## src/sv/tgt_pkg.sv

```systemverilog
// types, codes and constants for the grant table
// used by every module of the block and by the checker
`timescale 1ns / 1ps

package tgt_pkg;

	localparam int FUNC_W       = 3;
	localparam int USER_W       = 32;
	localparam int TOKEN_W      = 64;
	localparam int LIFE_W       = 32;
	localparam int COUNT_W      = 5;
	localparam int DEPTH_DEF    = 16;

	localparam logic [COUNT_W-1:0] COUNT_MAX    = 5'd31;
	localparam logic [LIFE_W-1:0]  LIFETIME_RST = 32'd30000;

	// operation codes
	localparam logic [FUNC_W-1:0] FUNC_ADD    = 3'd0;
	localparam logic [FUNC_W-1:0] FUNC_VERIFY = 3'd1;
	localparam logic [FUNC_W-1:0] FUNC_REVOKE = 3'd2;
	localparam logic [FUNC_W-1:0] FUNC_TICK   = 3'd3;
	localparam logic [FUNC_W-1:0] FUNC_CLEAR  = 3'd4;

	typedef struct packed {
		logic [FUNC_W-1:0]  func;
		logic [USER_W-1:0]  user_id;
		logic [TOKEN_W-1:0] token_value;
	} req_t;

	typedef struct packed {
		logic               success;
		logic [COUNT_W-1:0] live_count;
	} rsp_t;

	// pass marker handed from cell to cell
	typedef struct packed {
		logic               go;
		logic               found;
		logic [COUNT_W-1:0] count;
	} link_t;

endpackage

```

## src/sv/tgt_cell.sv

```systemverilog
// one table slot: holds a grant and applies the current request when the pass reaches it
// depends on tgt_pkg
`timescale 1ns / 1ps

module tgt_cell import tgt_pkg::*; (
	input  logic               clk,
	input  logic               arst_n,
	input  logic [FUNC_W-1:0]  func,
	input  logic [USER_W-1:0]  user_id,
	input  logic [TOKEN_W-1:0] token_value,
	input  logic [LIFE_W-1:0]  lifetime,
	input  link_t              link_in,
	output link_t              link_out
);

	logic               valid_q;
	logic [USER_W-1:0]  user_q;
	logic [TOKEN_W-1:0] token_q;
	logic [LIFE_W-1:0]  remain_q;

	logic               valid_d;
	logic               load;
	logic               refresh;
	logic               decr;
	logic               found_d;
	logic               user_hit;
	link_t              link_d;

	assign user_hit = valid_q && (user_q == user_id);

	// slot update for the request passing through
	always_comb begin
		valid_d = valid_q;
		load    = 1'b0;
		refresh = 1'b0;
		decr    = 1'b0;
		found_d = link_in.found;
		case (func)
			FUNC_ADD: begin
				if (!link_in.found && !valid_q) begin
					valid_d = 1'b1;
					load    = 1'b1;
					found_d = 1'b1;
				end
			end
			FUNC_VERIFY: begin
				if (!link_in.found && user_hit && (token_q == token_value)) begin
					refresh = 1'b1;
					found_d = 1'b1;
				end
			end
			FUNC_REVOKE: begin
				if (user_hit)
					valid_d = 1'b0;
			end
			FUNC_TICK: begin
				if (valid_q) begin
					if (remain_q == '0)
						valid_d = 1'b0;
					else
						decr = 1'b1;
				end
			end
			FUNC_CLEAR: begin
				valid_d = 1'b0;
			end
			default: begin
			end
		endcase
	end

	// running count of live slots, saturating
	always_comb begin
		link_d.go    = link_in.go;
		link_d.found = found_d;
		if (valid_d && (link_in.count != COUNT_MAX))
			link_d.count = link_in.count + COUNT_W'(1);
		else
			link_d.count = link_in.count;
	end

	// slot valid bit
	always_ff @(posedge clk or negedge arst_n) begin
		if (!arst_n) begin
			valid_q <= 1'b0;
		end else if (link_in.go) begin
			valid_q <= valid_d;
		end
	end

	// slot payload
	always_ff @(posedge clk) begin
		if (link_in.go) begin
			if (load) begin
				user_q   <= user_id;
				token_q  <= token_value;
				remain_q <= lifetime;
			end else if (refresh) begin
				remain_q <= lifetime;
			end else if (decr) begin
				remain_q <= remain_q - LIFE_W'(1);
			end
		end
	end

	// hand the pass to the next cell
	always_ff @(posedge clk or negedge arst_n) begin
		if (!arst_n) begin
			link_out <= '0;
		end else begin
			link_out <= link_d;
		end
	end

endmodule

```

## src/sv/token_grant_table_with_aging.sv

```systemverilog
// grant table with aging: top level, request control and response buffering
// depends on tgt_pkg and tgt_cell
//
// channel   dir  handshake              payload
// req       in   req_valid/req_ready    req_t (func, user_id, token_value)
// rsp       out  rsp_valid/rsp_ready    rsp_t (success, live_count)
// cfg       in   cfg_valid/cfg_ready    cfg_data (lifetime_ticks)
//
// a request passes the row of cells one slot per cycle; the response is registered
// at the end of the row, one request at a time.
// the next request is taken once the pass ends, even while the response waits.
// reset empties the table and loads lifetime_ticks with 30000.
// req_ready is low during a pass; a stalled response moves to a spare register,
// and req_ready also stays low while both hold a response.
`timescale 1ns / 1ps

module token_grant_table_with_aging import tgt_pkg::*; #(
	parameter int TABLE_DEPTH = DEPTH_DEF
) (
	input  logic              clk,
	input  logic              arst_n,
	input  logic              req_valid,
	output logic              req_ready,
	input  req_t              req,
	output logic              rsp_valid,
	input  logic              rsp_ready,
	output rsp_t              rsp,
	input  logic              cfg_valid,
	output logic              cfg_ready,
	input  logic [LIFE_W-1:0] cfg_data
);

	logic [LIFE_W-1:0] lifetime_q;
	req_t              req_q;
	logic              busy_q;
	logic              start_q;
	logic              rsp_valid_q;
	rsp_t              rsp_q;
	logic              hold_valid_q;
	rsp_t              hold_q;

	link_t             chain [TABLE_DEPTH+1];
	logic              req_fire;
	logic              done;
	logic              out_free;
	rsp_t              result;

	assign req_ready = !busy_q && !hold_valid_q;
	assign req_fire  = req_valid && req_ready;
	assign cfg_ready = 1'b1;

	// lifetime register
	always_ff @(posedge clk or negedge arst_n) begin
		if (!arst_n) begin
			lifetime_q <= LIFETIME_RST;
		end else if (cfg_valid && cfg_ready) begin
			lifetime_q <= cfg_data;
		end
	end

	// request capture, broadcast to all cells during the pass
	always_ff @(posedge clk) begin
		if (req_fire)
			req_q <= req;
	end

	// pass control
	always_ff @(posedge clk or negedge arst_n) begin
		if (!arst_n) begin
			busy_q  <= 1'b0;
			start_q <= 1'b0;
		end else begin
			start_q <= req_fire;
			if (req_fire)
				busy_q <= 1'b1;
			else if (done)
				busy_q <= 1'b0;
		end
	end

	// row of cells
	assign chain[0].go    = start_q;
	assign chain[0].found = 1'b0;
	assign chain[0].count = '0;

	for (genvar i = 0; i < TABLE_DEPTH; i++) begin : g_cell
		tgt_cell u_cell (
			.clk         (clk),
			.arst_n      (arst_n),
			.func        (req_q.func),
			.user_id     (req_q.user_id),
			.token_value (req_q.token_value),
			.lifetime    (lifetime_q),
			.link_in     (chain[i]),
			.link_out    (chain[i+1])
		);
	end

	// response from the end of the row
	assign done              = chain[TABLE_DEPTH].go;
	assign result.success    = ((req_q.func == FUNC_ADD) || (req_q.func == FUNC_VERIFY)) ?
	                           chain[TABLE_DEPTH].found : 1'b1;
	assign result.live_count = chain[TABLE_DEPTH].count;
	assign out_free          = !rsp_valid_q || rsp_ready;

	// output register with a spare slot behind it
	always_ff @(posedge clk or negedge arst_n) begin
		if (!arst_n) begin
			rsp_valid_q  <= 1'b0;
			hold_valid_q <= 1'b0;
		end else begin
			if (hold_valid_q && out_free) begin
				rsp_valid_q  <= 1'b1;
				hold_valid_q <= 1'b0;
			end else if (done) begin
				if (out_free)
					rsp_valid_q <= 1'b1;
				else
					hold_valid_q <= 1'b1;
			end else if (rsp_ready) begin
				rsp_valid_q <= 1'b0;
			end
		end
	end

	always_ff @(posedge clk) begin
		if (hold_valid_q && out_free) begin
			rsp_q <= hold_q;
		end else if (done) begin
			if (out_free)
				rsp_q <= result;
			else
				hold_q <= result;
		end
	end

	assign rsp_valid = rsp_valid_q;
	assign rsp       = rsp_q;

endmodule

```

## config.mk

```make
export PLATFORM = sky130hd
export DESIGN_NAME = token_grant_table_with_aging
export DESIGN_NICKNAME = d
export VERILOG_FILES = /design/src/sv/tgt_pkg.sv /design/src/sv/tgt_cell.sv /design/src/sv/token_grant_table_with_aging.sv
export SDC_FILE = /design/constraint.sdc
export NUM_CORES = 2
export LEC_CHECK = 0
export BUFFER_PORTS_ARGS = -buffer_cell sky130_fd_sc_hd__buf_4
export CAP_MARGIN = 0
export CORE_MARGIN = 3
export CORE_UTILIZATION = 55
export DETAILED_ROUTE_END_ITERATION = 8
export HOLD_SLACK_MARGIN = 0.12
export PLACE_DENSITY_LB_ADDON = 0.12
export SLEW_MARGIN = 20
export SYNTH_ARGS = -nofsm -noshare
export SYNTH_HDL_FRONTEND = slang
export SYNTH_SLANG_ARGS = --single-unit
```

## constraint.sdc

```tcl
create_clock -name clk -period 34.2 [get_ports clk]
set_input_delay 3.42 -clock clk [delete_from_list [all_inputs] [get_ports clk]]
set_output_delay 3.42 -clock clk [all_outputs]
set_load 0.02 [all_outputs]
```

==> qor.csv <==
stage,metric,value,unit
cts,cts_tree,built,
cts,numCtsBuffers,233,
detailed_routing,ant_nets,0,
detailed_routing,avgRoutedWirePerCell,28.6,microns
place,place_hpwl,176,mm
detailed_routing,drt-pass1-iter-count,8,
cts,post_cts.repair.setup_buffers,0,
job,max_cap_viol_count,0,
timing,fmax,200,MHz
min_path,hold_class,reg -> reg,
timing,hold_viol,0,
timing,min_period,5.01,ns
global_route,met1_usage,39.8,%
cts,post_cts_resized,0,
worst_setup_path,crit_path_top_delay_cell,dfrtp_1,
place,routabilityCongestion,0.950,
run_status,status,completed,
worst_setup_path,crit_path_end_kind,output port,
global_route,gr-max-usage-layer,met2,
synthesis,synth-seq-area-share,65.6,%
worst_setup_path,cp_top_family,flip-flops,
global_route,globalRouteTotalUtil,29.1,%
floorplanning,die_area,0.196,sq mm
cells_and_area,final_nets,7591,
cts,clock-root-buffer,clkbuf_16,
synthesis,yosys_register_bits,2313,
floorplanning,dieHeight,442,microns
pwr,powerDensity,60.1,mW/mm^2
worst_setup_path,crit_buf_inv,1,
global_route,grt_max_degree,84,
worst_setup_path,r2r_start,req_q[37],
synthesis,synth.most_common_cell,edfxtp_1,
cells_and_area,instances_no_fill,10100,
global_route,antenna_found_initial,11,
floorplanning,start_util,55.6,%
place,port_buffers,143,
cts,cts_num_sinks,2313,
floorplanning,die_w,442,microns
pwr,max-vdd-ir-drop,0.0505,mV
synthesis,synth_area_leaders,"edfxtp_1 (62%), xor2_1 (8.6%), xnor2_1 (5.8%)",
worst_setup_path,cp.required,30.78,ns
global_route,grt_util_met2,45.9,%
synthesis,yosysTopAreaCell,edfxtp_1,
min_path,hold_start,start_q,
global_route,grt_pass1_vias,60500,
detailed_routing,vias,62100,
detailed_routing,drc,0,
place,place_inst,9661,
worst_setup_path,critPathLaunch,hold_valid_q,
worst_setup_path,worstSetupStartpointType,flip-flop,
timing,tightest_slew,1.23,ns
timing,drv_slew,0,
detailed_routing,routed_wl,289,mm
synthesis,synth_common_cells,"edfxtp_1 (2,159), xor2_1 (1,030), xnor2_1 (696), mux2_2 (504), nor4_1 (350)",
worst_setup_path,cp_data_arrival_time,1.59,ns
timing,grt_setup_unrepaired,false,
global_route,grt_overflow,0,
detailed_routing,via_per_inst,6.15,
floorplanning,ios,145,
worst_setup_path,crit_chain,nor2_1 > buf_4,
cts,cts_max_level,4,
global_route,grt_pass1_wl,417,mm
timing,relSlewSlack,17.7,%
cells_and_area,nFillCells,13900,
synthesis,syn_area_per_cell,14.7,sq um
synthesis,yosys.area.top_type_share,61.9,%
synthesis,synthFlopType,edfxtp_1,
cts,path_clk_slew,0.06,ns
cts,cts_hold_buf,0,
synthesis,yosys_warnings,0,
cts,clockBufferDepth,3,
cts,clk_latency,0.88,ns
pwr,p_leak,39.4,nW
global_route,grt_util_met3,5.40,%
synthesis,yosysUniqueCellTypes,89,
timing,skew,0.0449,ns
synthesis,syn-cell-area,0.105,sq mm
synthesis,synth_cells,7120,
timing,setup_tns,0,ns
floorplanning,fp-row-count,159,
cells_and_area,seqCellArea,0.0687,sq mm
worst_setup_path,path_class,reg -> out,
timing,layout_worst_path_cycle_share,14.6,%
place,placedInstanceArea,0.110,sq mm
synthesis,synth_edf_count,2159,
cells_and_area,drive_above_1_share,17.1,%
timing,finalSetupViolCount,0,
worst_setup_path,slowest_delay,0.41,ns
floorplanning,core,0.188,sq mm
worst_setup_path,crit_fanout,4,
synthesis,async_flop_share,6.66,%
cells_and_area,fin_area,0.117,sq mm
detailed_routing,drt_iter0_drc,7356,
cells_and_area,syn_to_final_growth,12.1,%
cells_and_area,multi_input_area,0.0345,sq mm
synthesis,syn_nets,7298,
placed cells by master, fill, tap and decap left out, drive strengths merged, types with 40 or more instances in the layout:
| cell type | count |
|---|---|
| edfxtp | 2159 |
| xor2 | 1030 |
| xnor2 | 696 |
| mux2 | 509 |
| buf | 358 |
| nor4 | 356 |
| clkbuf | 314 |
| nor2 | 247 |
| nand2 | 217 |
| nand4 | 197 |
| inv | 169 |
| nor3 | 159 |
| dfrtp | 147 |
| clkinv | 97 |
| o22ai | 81 |
| or4 | 74 |
| nand2b | 73 |
| mux2i | 62 |
| o2bb2ai | 53 |
| or3 | 46 |
| o21ai | 44 |
| ha | 42 |
| nand3 | 40 |
power by group:
group,internal [mW],leakage [nW],switching (mW)
combinational,0.367,14.5,0.716
clock,1.39,3.59,1.10
sequential,3.34,21.4,0.143
total,5.09,39.4,1.96
path summary, 6_finish.rpt:
path	endpoint	slack (ns)	depth (start not counted)
setup / recovery	req_ready	29.19	2
hold / removal	g_cell[0].u_cell.link_out[6]	0.44	0
setup reg to reg	g_cell[3].u_cell.remain_q[5]	29.28	10
hold reg to reg	g_cell[0].u_cell.link_out[6]	0.44	0
max in group asynchronous	lifetime_q[15]	30.23	2
min in group asynchronous	g_cell[14].u_cell.link_out[2]	2.60	1
routing by layer:
metal	share of wire [%]	vias up	routed length [microns]
met5	0	-	0
met4	4.8	0	13900
met3	8.3	596	24000
met2	46	2691	134000
met1	40	31600	117000
li1	-	27200	-
registers in the layout (all words and copies together) (netlist names):
register                count
g_cell.u_cell.token_q    1024
g_cell.u_cell.remain_q    512
g_cell.u_cell.user_q      512
g_cell.u_cell.link_out    102
req_q                      99
lifetime_q                 32
g_cell.u_cell.valid_q      16
hold_q                      6
rsp                         6
busy_q                      1
hold_valid_q                1
rsp_valid                   1
start_q                     1
final cells by class:
class | count | share of cell area (%)
Antenna cell | 2 | 0.00427
Clock inverter | 113 | 0.899
Sequential cell | 2313 | 58.6
Inverter | 174 | 0.557
Clock buffer | 314 | 5.42
Timing Repair Buffer | 358 | 2.52
Multi-Input combinational cell | 4333 | 29.4
Tap cell | 2495 | 2.66
stage by stage:
stage	utilization, %	hold slack (ns)	worst slack [ns]	total power, mW
after CTS	62.1	0.445	29.07	7.06
final	62.3	0.443	29.19	7.05
after global routing	62.3	0.455	29.09	7.27
after detailed placement	58.1	0.431	28.59	4.60
after floorplan	-	0.374	23.12	4.14
after global placement	58.1	0.420	28.65	4.57
cells by family (layout without fill, tap and decap cells):
logic type	Yosys count	in the layout	synth area share, %
xor gates and xnor gates	1726	1726	14.4
other	1	3	0.00358
muxes	571	571	6.08
DFF	2313	2313	65.6
AOI/OAI and AO/OA	431	431	3.13
and+or+nand+nor	1562	1562	8.33
buffers and inverters	474	959	1.89
adders and majority gates	42	42	0.502
Power figures use the tool's default switching activity.
